--- src/hdl/uwd_pkg.sv ---
package uwd_pkg;

  // image geometry
  localparam int SIDE_MAX = 64;
  localparam int POS_W    = $clog2(SIDE_MAX);
  localparam int REG_W    = 7;
  localparam int PIX_W    = 8;
  localparam int RUN_W    = 7;
  localparam int COUNT_W  = 13;

  localparam logic [REG_W-1:0]   SIDE_LIMIT = REG_W'(SIDE_MAX);
  localparam logic [RUN_W-1:0]   RUN_MAX    = {RUN_W{1'b1}};
  localparam logic [COUNT_W-1:0] COUNT_MAX  = {COUNT_W{1'b1}};

  // register map
  localparam int CFG_IDX_W = 2;
  typedef enum logic [CFG_IDX_W-1:0] {
    REG_IMAGE_SIDE    = 2'd0,
    REG_WINDOW_HEIGHT = 2'd1,
    REG_WINDOW_WIDTH  = 2'd2,
    REG_UNUSED        = 2'd3
  } cfg_reg_t;

  // per-column history kept in the column store
  typedef struct packed {
    logic [PIX_W-1:0] value;
    logic [RUN_W-1:0] run;
  } col_entry_t;

  localparam int COL_ENTRY_W = $bits(col_entry_t);

endpackage

--- src/hdl/uwd_ram.sv ---
module uwd_ram #(
  parameter int WIDTH = 8,
  parameter int DEPTH = 64
) (
  input  logic                     clk,
  input  logic                     wr_en,
  input  logic [$clog2(DEPTH)-1:0] wr_addr,
  input  logic [WIDTH-1:0]         wr_data,
  input  logic                     rd_en,
  input  logic [$clog2(DEPTH)-1:0] rd_addr,
  output logic [WIDTH-1:0]         rd_data
);

  logic [WIDTH-1:0] mem [DEPTH];

  // one write port, one registered read port
  always_ff @(posedge clk) begin
    if (wr_en) begin
      mem[wr_addr] <= wr_data;
    end
    if (rd_en) begin
      rd_data <= mem[rd_addr];
    end
  end

endmodule

--- src/hdl/uniform_window_detector_top.sv ---
// Uniform window detector: takes a square image as a raster stream of 8-bit pixels and,
// for each pixel, returns one word telling whether that pixel closes a window of the
// configured height and width inside the image, whether that window holds a single value,
// its top-left anchor, the running count of uniform windows in the frame, and (on tlast)
// the last pixel of the frame. One pixel is taken per clock while the result stream is not
// stalled; each pixel is registered in the work stage together with the registered read of
// the per-column history memory, and its result in the result register. Any write to a used
// register restarts the frame; write registers only while no pixel is in flight.
module uniform_window_detector_top (
  input  logic        clk,
  input  logic        rst,
  // input stream
  input  logic        s_tvalid,
  output logic        s_tready,
  input  logic [7:0]  s_tdata,   // [7:0] pixel
  // result stream
  output logic        m_tvalid,
  input  logic        m_tready,
  output logic [31:0] m_tdata,   // [5:0] anchor_row, [11:6] anchor_col, [24:12] match_total
  output logic [1:0]  m_tuser,   // [0] window_done, [1] is_uniform
  output logic        m_tlast,   // frame_end
  // configuration writes
  input  logic        cfg_valid,
  output logic        cfg_ready,
  input  logic [1:0]  cfg_index,
  input  logic [6:0]  cfg_data
);

  // configuration registers
  logic [uwd_pkg::REG_W-1:0] image_side;
  logic [uwd_pkg::REG_W-1:0] window_height;
  logic [uwd_pkg::REG_W-1:0] window_width;
  logic                      cfg_write;
  logic                      cfg_hit;

  // raster position and row state
  logic [uwd_pkg::POS_W-1:0]   row_pos;
  logic [uwd_pkg::POS_W-1:0]   col_pos;
  logic [uwd_pkg::RUN_W-1:0]   row_run;
  logic [uwd_pkg::PIX_W-1:0]   previous_pixel;
  logic [uwd_pkg::COUNT_W-1:0] found_count;

  // effective geometry
  logic [uwd_pkg::REG_W-1:0] side_eff;
  logic [uwd_pkg::REG_W-1:0] side_min1;
  logic [uwd_pkg::REG_W-1:0] h_eff;
  logic [uwd_pkg::REG_W-1:0] w_eff;

  // accept side
  logic                      accept;
  logic [uwd_pkg::POS_W-1:0] cur_row;
  logic [uwd_pkg::POS_W-1:0] cur_col;
  logic [uwd_pkg::REG_W-1:0] cur_row_inc;
  logic [uwd_pkg::REG_W-1:0] cur_col_inc;

  // work stage
  logic                      s1_valid;
  logic [uwd_pkg::PIX_W-1:0] s1_pix;
  logic [uwd_pkg::POS_W-1:0] s1_row;
  logic [uwd_pkg::POS_W-1:0] s1_col;
  logic                      advance;

  // column store and bypass
  uwd_pkg::col_entry_t ram_rd;
  uwd_pkg::col_entry_t col_rd;
  uwd_pkg::col_entry_t col_wr;
  uwd_pkg::col_entry_t byp_data;
  logic                byp_hit;

  // per-word results
  logic [uwd_pkg::REG_W-1:0]   r_inc;
  logic [uwd_pkg::REG_W-1:0]   c_inc;
  logic [uwd_pkg::RUN_W-1:0]   crun;
  logic [uwd_pkg::RUN_W-1:0]   rr;
  logic                        done;
  logic                        uni;
  logic                        fend;
  logic [uwd_pkg::REG_W-1:0]   anchor_r;
  logic [uwd_pkg::REG_W-1:0]   anchor_c;
  logic [uwd_pkg::COUNT_W-1:0] found_next;

  // config port
  assign cfg_ready = 1'b1;
  assign cfg_write = cfg_valid && cfg_ready;
  assign cfg_hit   = cfg_write && (uwd_pkg::cfg_reg_t'(cfg_index) != uwd_pkg::REG_UNUSED);

  always_ff @(posedge clk) begin
    if (rst) begin
      image_side    <= uwd_pkg::REG_W'(6);
      window_height <= uwd_pkg::REG_W'(3);
      window_width  <= uwd_pkg::REG_W'(2);
    end else if (cfg_write) begin
      case (uwd_pkg::cfg_reg_t'(cfg_index))
        uwd_pkg::REG_IMAGE_SIDE:    image_side    <= cfg_data;
        uwd_pkg::REG_WINDOW_HEIGHT: window_height <= cfg_data;
        uwd_pkg::REG_WINDOW_WIDTH:  window_width  <= cfg_data;
        default: ;
      endcase
    end
  end

  // zero means one, side clamps to the store depth
  always_comb begin
    side_min1 = (image_side == '0) ? uwd_pkg::REG_W'(1) : image_side;
    side_eff  = (side_min1 > uwd_pkg::SIDE_LIMIT) ? uwd_pkg::SIDE_LIMIT : side_min1;
    h_eff     = (window_height == '0) ? uwd_pkg::REG_W'(1) : window_height;
    w_eff     = (window_width == '0) ? uwd_pkg::REG_W'(1) : window_width;
  end

  // handshake
  assign advance  = s1_valid && (!m_tvalid || m_tready);
  assign s_tready = !s1_valid || advance;
  assign accept   = s_tvalid && s_tready;

  // position of the incoming word
  always_comb begin
    cur_row     = ({1'b0, row_pos} >= side_eff) ? '0 : row_pos;
    cur_col     = ({1'b0, col_pos} >= side_eff) ? '0 : col_pos;
    cur_row_inc = {1'b0, cur_row} + uwd_pkg::REG_W'(1);
    cur_col_inc = {1'b0, cur_col} + uwd_pkg::REG_W'(1);
  end

  always_ff @(posedge clk) begin
    if (rst) begin
      row_pos <= '0;
      col_pos <= '0;
    end else if (cfg_hit) begin
      row_pos <= '0;
      col_pos <= '0;
    end else if (accept) begin
      if (cur_col_inc >= side_eff) begin
        col_pos <= '0;
        row_pos <= (cur_row_inc >= side_eff) ? '0 : cur_row_inc[uwd_pkg::POS_W-1:0];
      end else begin
        col_pos <= cur_col_inc[uwd_pkg::POS_W-1:0];
      end
    end
  end

  // work stage register
  always_ff @(posedge clk) begin
    if (rst) begin
      s1_valid <= 1'b0;
    end else if (accept) begin
      s1_valid <= 1'b1;
    end else if (advance) begin
      s1_valid <= 1'b0;
    end
  end

  always_ff @(posedge clk) begin
    if (accept) begin
      s1_pix   <= s_tdata;
      s1_row   <= cur_row;
      s1_col   <= cur_col;
      // the word leaving now may write the column being read
      byp_hit  <= advance && (s1_col == cur_col);
      byp_data <= col_wr;
    end
  end

  uwd_ram #(
    .WIDTH(uwd_pkg::COL_ENTRY_W),
    .DEPTH(uwd_pkg::SIDE_MAX)
  ) u_col_ram (
    .clk    (clk),
    .wr_en  (advance),
    .wr_addr(s1_col),
    .wr_data(col_wr),
    .rd_en  (accept),
    .rd_addr(cur_col),
    .rd_data(ram_rd)
  );

  assign col_rd = byp_hit ? byp_data : ram_rd;

  // column run, row run and window test
  always_comb begin
    r_inc = {1'b0, s1_row} + uwd_pkg::REG_W'(1);
    c_inc = {1'b0, s1_col} + uwd_pkg::REG_W'(1);

    if (s1_row == '0 || col_rd.value != s1_pix) begin
      crun = uwd_pkg::RUN_W'(1);
    end else begin
      crun = (col_rd.run == uwd_pkg::RUN_MAX) ? uwd_pkg::RUN_MAX : col_rd.run + 1'b1;
    end
    col_wr.value = s1_pix;
    col_wr.run   = crun;

    if (crun < h_eff) begin
      rr = '0;
    end else if (s1_col == '0 || row_run == '0 || previous_pixel != s1_pix) begin
      rr = uwd_pkg::RUN_W'(1);
    end else begin
      rr = (row_run == uwd_pkg::RUN_MAX) ? uwd_pkg::RUN_MAX : row_run + 1'b1;
    end

    done     = (r_inc >= h_eff) && (c_inc >= w_eff);
    uni      = done && (rr >= w_eff);
    fend     = (r_inc == side_eff) && (c_inc == side_eff);
    anchor_r = r_inc - h_eff;
    anchor_c = c_inc - w_eff;
    found_next = (uni && found_count != uwd_pkg::COUNT_MAX) ? found_count + 1'b1
                                                             : found_count;
  end

  always_ff @(posedge clk) begin
    if (rst) begin
      row_run        <= '0;
      previous_pixel <= '0;
      found_count    <= '0;
    end else if (cfg_hit) begin
      row_run     <= '0;
      found_count <= '0;
    end else if (advance) begin
      row_run        <= rr;
      previous_pixel <= s1_pix;
      found_count    <= fend ? '0 : found_next;
    end
  end

  // result register
  always_ff @(posedge clk) begin
    if (rst) begin
      m_tvalid <= 1'b0;
    end else if (advance) begin
      m_tvalid <= 1'b1;
    end else if (m_tready) begin
      m_tvalid <= 1'b0;
    end
  end

  always_ff @(posedge clk) begin
    if (advance) begin
      m_tuser <= {uni, done};
      m_tlast <= fend;
      m_tdata <= {7'd0,
                  found_next,
                  done ? anchor_c[uwd_pkg::POS_W-1:0] : uwd_pkg::POS_W'(0),
                  done ? anchor_r[uwd_pkg::POS_W-1:0] : uwd_pkg::POS_W'(0)};
    end
  end

  // checks
  a_uni_needs_done: assert property (@(posedge clk) disable iff (rst)
    m_tvalid && m_tuser[1] |-> m_tuser[0])
    else $error("uniform flag without a completed window");

  a_stage_holds: assert property (@(posedge clk) disable iff (rst)
    s1_valid && !advance |=> s1_valid && $stable(s1_col) && $stable(s1_pix))
    else $error("work stage lost a stalled word");

  a_count_step: assert property (@(posedge clk) disable iff (rst)
    found_count != $past(found_count) |->
      found_count == $past(found_count) + 1'b1 || found_count == '0)
    else $error("match count moved by more than one");

  a_no_write_unless_advance: assert property (@(posedge clk) disable iff (rst)
    !s1_valid |-> !advance && s_tready)
    else $error("empty work stage not ready");

endmodule
--- config.mk ---
export PLATFORM = sky130hd
export DESIGN_NAME = uniform_window_detector_top
export DESIGN_NICKNAME = d
export VERILOG_FILES = /design/src/hdl/uwd_pkg.sv /design/src/hdl/uwd_ram.sv /design/src/hdl/uniform_window_detector_top.sv
export SDC_FILE = /design/constraint.sdc
export NUM_CORES = 2
export LEC_CHECK = 0
export BUFFER_PORTS_ARGS = -buffer_cell sky130_fd_sc_hd__buf_2
export CAP_MARGIN = 40
export CORE_MARGIN = 3
export CORE_UTILIZATION = 40
export DETAILED_ROUTE_END_ITERATION = 16
export HOLD_SLACK_MARGIN = 0.02
export SYNTH_ARGS = -nofsm -noshare
export SYNTH_HDL_FRONTEND = slang
export SYNTH_SLANG_ARGS = --single-unit
--- constraint.sdc ---
create_clock -name clk -period 7.15 [get_ports clk]
set_clock_uncertainty 0.05 [all_clocks]
set_input_delay 0.715 -clock clk [delete_from_list [all_inputs] [get_ports clk]]
set_output_delay 0.715 -clock clk [all_outputs]
set_load 0.05 [all_outputs]
Word-level counts from Yosys, hierarchy flattened:

Memory sizes are Yosys's and may differ from the RTL's. A register that Yosys moved wholly into a read port is not among the register bits.
Index checks and enable logic that the tools add are counted.

* register bits: 127
* memory bits (writable): 960
* bits of input ports: 22
* output and inout bits: 38
* word-level logic and storage cells: 103
* memories: 1

Memories
* u_col_ram.mem: words 64, bits a word 15, rd ports 1, clocked after Yosys merged registers in 1, write ports 1, RTL line uwd_ram.sv:14 `logic [WIDTH-1:0] mem [DEPTH];`

* add/subtract/negate cells: 9
* magnitude comparators: 9
* equal/unequal tests: 11
* multiplexer cells: 22
* bitwise gates (word level): 1
* reductions and logical operators: 30

Operators with widths (number)
* $mux W7: 9
* $ge A7 B7 Y1: 5
* $add A6 B1 Y7 const B: 4
* $logic_not A7 Y1: 4
* $mux W13: 2
* $mux W6: 4
* $ne A8 B8 Y1: 2
* $mux W15: 1
* $add A7 B1 Y7 const B: 2
* $eq A7 B7 Y1: 2
* $eq A7 B7 Y1 const B: 2
* $ge A6 B7 Y1: 2
* $add A13 B1 Y13 const B: 1
* $ne A13 B13 Y1 const B: 1
* $logic_not A6 Y1: 2
* $sub A6 B6 Y6: 2
* $reduce_and A2 Y1: 5
* $logic_and A1 B1 Y1: 8
* $gt A7 B7 Y1 const B: 1
* $lt A7 B7 Y1: 1
* $eq A6 B6 Y1: 1
* $mux W1: 6
* $logic_or A1 B1 Y1: 5
* $reduce_bool A2 Y1: 2
* other kinds (7): 8

Depth between registers and ports, before layout:

* depth in word-level cells: 11
* gate-level depth with buffers: 25
* mapped depth without buffers: 22

By module:

From an unflattened synthesis, not the netlist that was laid out.

* cell total of the unflattened synthesis: 2447
* area, all modules: 45036.9 sq um

Modules (own cells, without submodules)
* uwd_ram: times used 1, cells each 1638, area an instance 37339.6 sq um, sequential area each 29278.1 sq um
* uniform_window_detector_top: times used 1, cells each 809, area an instance 7697.4 sq um, sequential area each 3183.1 sq um

Worst setup path after synthesis:

Ideal clock, no wire load.

* kind: register to register
* start point: reg byp_hit
* end point: reg found_count[11] (netlist name)
* library setup time: 0.069 ns
* arrival time: 7.430 ns
* required time: 7.031 ns
* slack: -0.399 ns
* stages on the path, launching flop included: 26
* path buffers: 3
* path through: edfxtp_1 buf_2 buf_1 mux2i_1 inv_1 ha_1 o21ai_0 nand2b_1 or2_2 a21oi_1 ha_1 a21o_1 a21o_1 a21oi_1 nand3_1 o41ai_4 nor2_1 ha_1 and3_2 a221o_1 a31oi_1 or2_1 buf_6 or3_4 or4_1 o21ai_1

* cells in the longest elaborated chain, start to end: 11
* elaborated cells on any way between the ends: 14
* those cells by class: add/sub (1); order compare (2); eq/ne (2); mux (6); reduce/logical (3)

Ends and longest elaborated chain
* start, declared: RTL line uniform_window_detector_top.sv:68 `logic byp_hit;`
* start signal, assigned: RTL line uniform_window_detector_top.sv:157 `byp_hit <= advance && (s1_col == cur_col);`
* $mux W15 *: RTL line uniform_window_detector_top.sv:175 `assign col_rd = byp_hit ? byp_data : ram_rd;`
* $add A7 B1 Y7 (tied with other cells): RTL line uniform_window_detector_top.sv:185 `crun = (col_rd.run == uwd_pkg::RUN_MAX) ? uwd_pkg::RUN_MAX : col_rd.run + 1'b1;`
* $mux W7 / $logic_or A1 B1 Y1 (equally long branches): RTL line uniform_window_detector_top.sv:185, uniform_window_detector_top.sv:182
* $mux W7 *: RTL line uniform_window_detector_top.sv:182 `if (s1_row == '0 || col_rd.value != s1_pix) begin`
* via crun, one bit: RTL line uniform_window_detector_top.sv:73 `logic [uwd_pkg::RUN_W-1:0] crun;`
* $lt A7 B7 Y1 *: RTL line uniform_window_detector_top.sv:190 `if (crun < h_eff) begin`
* $mux W7 *: RTL line uniform_window_detector_top.sv:190
* via rr, one bit: RTL line uniform_window_detector_top.sv:74 `logic [uwd_pkg::RUN_W-1:0] rr;`
* $ge A7 B7 Y1 *: RTL line uniform_window_detector_top.sv:199 `uni = done && (rr >= w_eff);`
* $logic_and A1 B1 Y1 *: RTL line uniform_window_detector_top.sv:199
* $logic_and A1 B1 Y1 *: RTL line uniform_window_detector_top.sv:203 `found_next = (uni && found_count != uwd_pkg::COUNT_MAX) ? found_count + 1'b1`
* $mux W13 *: RTL line uniform_window_detector_top.sv:203
* $mux W13 *: RTL line uniform_window_detector_top.sv:218 `found_count <= fend ? '0 : found_next;`
* end signal, assigned: RTL line uniform_window_detector_top.sv:218
* end, declared: RTL line uniform_window_detector_top.sv:41 `logic [uwd_pkg::COUNT_W-1:0] found_count;`

Mark *: on every way through the listed nets, which the timed path passes. The rest lies on a longest branch.
A chain may end at the register's enable or synchronous reset.

Final worst setup path:

* start point: reg byp_hit
* end point: reg found_count[1] (netlist name)

* cells in the longest elaborated chain, start to end: 11
* elaborated cells on any way between the ends: 14
* those cells by class: add/sub (1); order compare (2); eq/ne (2); mux (6); reduce/logical (3)

Ends and longest elaborated chain
* $mux W15 *: RTL line uniform_window_detector_top.sv:175
* $add A7 B1 Y7 (tied with other cells): RTL line uniform_window_detector_top.sv:185
* $mux W7 / $logic_or A1 B1 Y1 (equally long branches): RTL line uniform_window_detector_top.sv:185, uniform_window_detector_top.sv:182
* $mux W7 *: RTL line uniform_window_detector_top.sv:182
* via crun, one bit: RTL line uniform_window_detector_top.sv:73
* $lt A7 B7 Y1 *: RTL line uniform_window_detector_top.sv:190
* $mux W7 *: RTL line uniform_window_detector_top.sv:190
* via rr, one bit: RTL line uniform_window_detector_top.sv:74
* $ge A7 B7 Y1 *: RTL line uniform_window_detector_top.sv:199
* $logic_and A1 B1 Y1 *: RTL line uniform_window_detector_top.sv:199
* $logic_and A1 B1 Y1 *: RTL line uniform_window_detector_top.sv:203
* $mux W13 *: RTL line uniform_window_detector_top.sv:203
* via found_next, one bit: RTL line uniform_window_detector_top.sv:80 `logic [uwd_pkg::COUNT_W-1:0] found_next;`
* $mux W13 *: RTL line uniform_window_detector_top.sv:218

Marked as above.

==> summary.md <==
| Metric | Value |
|---|---|
| Number of cells in the design after placement | 4,885 |
| Switching portion of total power | 0.222 |
| Final-report max-slew violation count | 0 |
| Startpoint type of the worst setup path | register |
| Initial antenna violation count | 2 |
| Row Count | 123 |
| Data required time at the worst endpoint | 7.69 ns |
| Number of port buffers | 51 |
| Share of synthesized flip-flops with an asynchronous set or reset | 0 |
| Final period utilization | 0.837 |
| Switching power summed over all nets | 2980 uW |
| Clock slew seen by the registers of the worst setup and hold paths | 0.06 ns |
| Cells after synthesis | 3,390 |
| Top cell type's share of synthesized area | 0.678 |
| Total length of routed met3 wires | 11,900 um |
| Post-route non-filler standard cell count | 5,094 |
| Leak Pwr | 0.0182 uW |
| Non-Filler Cell Area, Final | 52,300 um2 |
| Hold Fails Final Rpt | 0 |
| Cell area after technology mapping | 46,000 um2 |
| Wire length per cell | 25.6 um |
| Share of the yosys chip area belonging to registers | 0.706 |
| Worst slack on hold paths | 0.139 ns |
| Number of sinks on the clock net | 1,102 |
| Final global-route overflow total | 0 |
| Total number of vias | 29,200 |
| Post-DP HPWL | 78,800 um |
| Flip-flop and latch area | 32,500 um2 |
| Number of setup violations in the final report | 0 |
| Clock buffers created by TritonCTS | 113 |
| First-pass GRT wire length | 191,000 um |
| Worst-skew pair later-pin latency | 0.70 ns |
| Final critical path time including I/O delays and setup | 5.99 ns |
| Detailed Route Iter0 Violations | 3,224 |
| Type of the tightest min-delay check | in2reg |
| Sequential fraction of design power | 0.529 |
| Routed wire length on met2 | 57,900 um |
| Power density over cell area | 256 nW/um2 |
| Arrival time at the worst endpoint | 6.53 ns |
| Number of cells upsized or downsized after cts | 0 |
| Area of the die | 119,000 um2 |
| Width of the die | 345 um |
| Design Power | 13,400 uW |
| Biggest fanout along the worst timing path | 21 |
| DRC viols | 0 |
| Pint | 10,400 uW |
| Number of global-route vias before repair | 27,600 |
| Vias per std cell | 5.73 |
| Cell taking the most area after synthesis | edfxtp_1 |
| RSZ-0062 raised after global routing | no |
| Layout fillers | 9,937 |
| Clock root cell | clkbuf_16 |
| Hold path cells | 1 |
| Max-cap violation count | 0 |
| Final sum of negative setup slack | 0 ns |
| Total number of H-tree levels | 3 |
| Pin count of the biggest net entering global routing | 101 |
| Initial core utilization | 0.406 |
| Growth of design area from synthesis to finish | 13.7% |
| Clock tree from TritonCTS | yes |
| Final weighted congestion in routability-driven placement | 0.870 |
| Average instance area after synthesis | 13.6 um2 |
| Highest clock rate | 0.167 GHz |
| Total routing resource utilization after global routing | 0.213 |
| Distinct cells, synth | 84 |
| Clock share of power | 0.422 |
| Total number of yosys warnings | 0 |
| Number of buffers inserted to repair setup after CTS | 0 |
| Wire length on met1 | 56,400 um |
| Run status | finished clean |
| Capturing element type of the critical path | register |
| Dominant cell by count in the synthesized netlist | edfxtp_1 |
| Depth of the worst register-to-register path | 23 |
| Remaining number of nets flagged by the antenna check after routing | 0 |
| Category of the most critical setup path | reg2reg |
| Biggest area contributors in the synthesized netlist | edfxtp_1 68%, nand2_1 4.1%, mux2i_1 3.8% |
| Top flip-flop cell by instance count after synthesis | edfxtp_1 |
| Number of search-and-repair iterations in the first detailed-routing pass | 5 |
| Y dimension of the die | 345 um |
| Multi-input gate area | 12,600 um2 |
| Max rail drop VDD | 0.162 mV |
| Share of layout cells above drive strength 1 | 0.123 |
| Net count, final | 3,588 |
| Number of synthesized flops with an enable pin | 1,039 |
| Top-Level Pins | 60 |
| Slew at the pin closest to its max-slew limit | 1.01 ns |
| Relative slew slack | 0.328 |
| CTS hold repair buffers | 0 |
| Highest routed layer | met4 |
| Total wirelength of the detailed-routed design | 131,000 um |
| Combinational power share | 0.049 |
| Most used standard cells in the synthesized netlist | 1,039 x edfxtp_1, 503 x nand2_1, 220 x nor2_1 |
| Deepest clock path buffer count | 3 |
| Area of placed instances | 48,800 um2 |
| #FFs+latches synth | 1,102 |
| Core ar. | 113,000 um2 |
-- critical path, stage by stage, from the launching register on --
cell      delay (ns)
edfxtp_1        0.32
buf_4           0.28
mux2i_1         0.49
inv_1           0.09
ha_1            0.23
o21ai_0         0.11
nand2b_1        0.22
or2_2           0.30
a21oi_4         0.09
ha_1            0.32
a21o_1          0.16
a21o_1          0.19
a21oi_1         0.15
nand3_1         0.15
o41ai_4         0.46
a21oi_1         0.10
ha_1            0.33
a21o_1          0.19
a221o_1         0.34
a31oi_1         0.28
or2_1           0.33
nor2_1          0.18
mux2_2          0.31
a32o_1          0.21
-- path summary, 6_finish.rpt --
path / start / endpoint / slack [ns]
min: s_tdata[2] / s1_pix[2] / 0.14
max: byp_hit / found_count[1] / 1.16
min reg2reg: window_height[0] / window_height[0] / 0.43
max reg2reg: byp_hit / found_count[1] / 1.16
-- sequential cells by signal (all words and copies together), names as in the netlist --
name	cells
byp_data	15
byp_hit	1
col_pos	6
found_count	13
image_side	7
m_tdata	25
m_tlast	1
m_tuser	2
m_tvalid	1
previous_pixel	8
row_pos	6
row_run	7
s1_col	6
s1_pix	8
s1_row	6
s1_valid	1
u_col_ram.mem	960
u_col_ram.rd_data	15
window_height	7
window_width	7
-- final cells by class --
type,instances,share of cell area
clock buffers,143,0.0584
clock inverters,63,0.00890
well taps,1500,0.0359
repair buffers,190,0.0306
inverters,60,0.00442
multi-input cells,2034,0.241
diodes,2,0.0000956
flip-flops and latches,1102,0.621
-- routing by layer --
metal  track usage  vias to the layer above
met3        0.0434                      236
met4        0.0743                        0
met5             0                        -
met1         0.305                    14600
li1              -                    13100
met2         0.322                     1339
-- metrics by stage --
stage,worst slack [ns],util
after detailed placement,1.20,0.431
after global routing,0.729,0.462
after CTS,1.19,0.462
after floorplan,0.337,-
final,1.16,0.462
after global placement,1.30,0.426
-- cell usage in the layout (no fill, tap or decap), drive strengths merged, types with 7 or more instances in the layout --
master and instances:
o221ai 30, o22ai 61, mux2i 174, o21a 7, a21o 13, conb 8
a221oi 17, a221o 16, o31ai 15, buf 190, xnor2 34, nor2b 15
nand3 213, nand2 504, nor2 220, a32o 16, o21ai 57, edfxtp 1039
nand2b 14, xor2 28, inv 58, and3 20, clkbuf 143, clkinv 57
nand3b 7, a22o 15, dfxtp 63, nand4 14, o211ai 65, nor3 15
a21oi 197, o2111ai 14, a32oi 15, o22a 14, or3 11, nor4 12
a22oi 16, a31oi 26, ha 63, mux2 31
-- power by group through the flow --
stage,Clock [uW],Combinational (uW),Sequential (uW)
after floorplan,0,380,7270
after global placement,0,641,7230
after detailed placement,0,654,7230
after CTS,5730,657,7100
after global routing,5980,706,7100
final,5650,656,7100
-- logic make-up after synthesis --
logic type               Yosys count  synth area share
AO/OA/AOI/OAI                    628            0.0928
buffers and inverters            260            0.0247
multiplexers                     205            0.0454
flip-flops                      1102             0.706
other                              2          0.000163
adder cells (fa/ha/maj)           65            0.0180
AND/OR/NAND/NOR                 1066             0.102
XOR/XNOR                          62            0.0118
No activity file was read; power rests on OpenSTA's default activity.
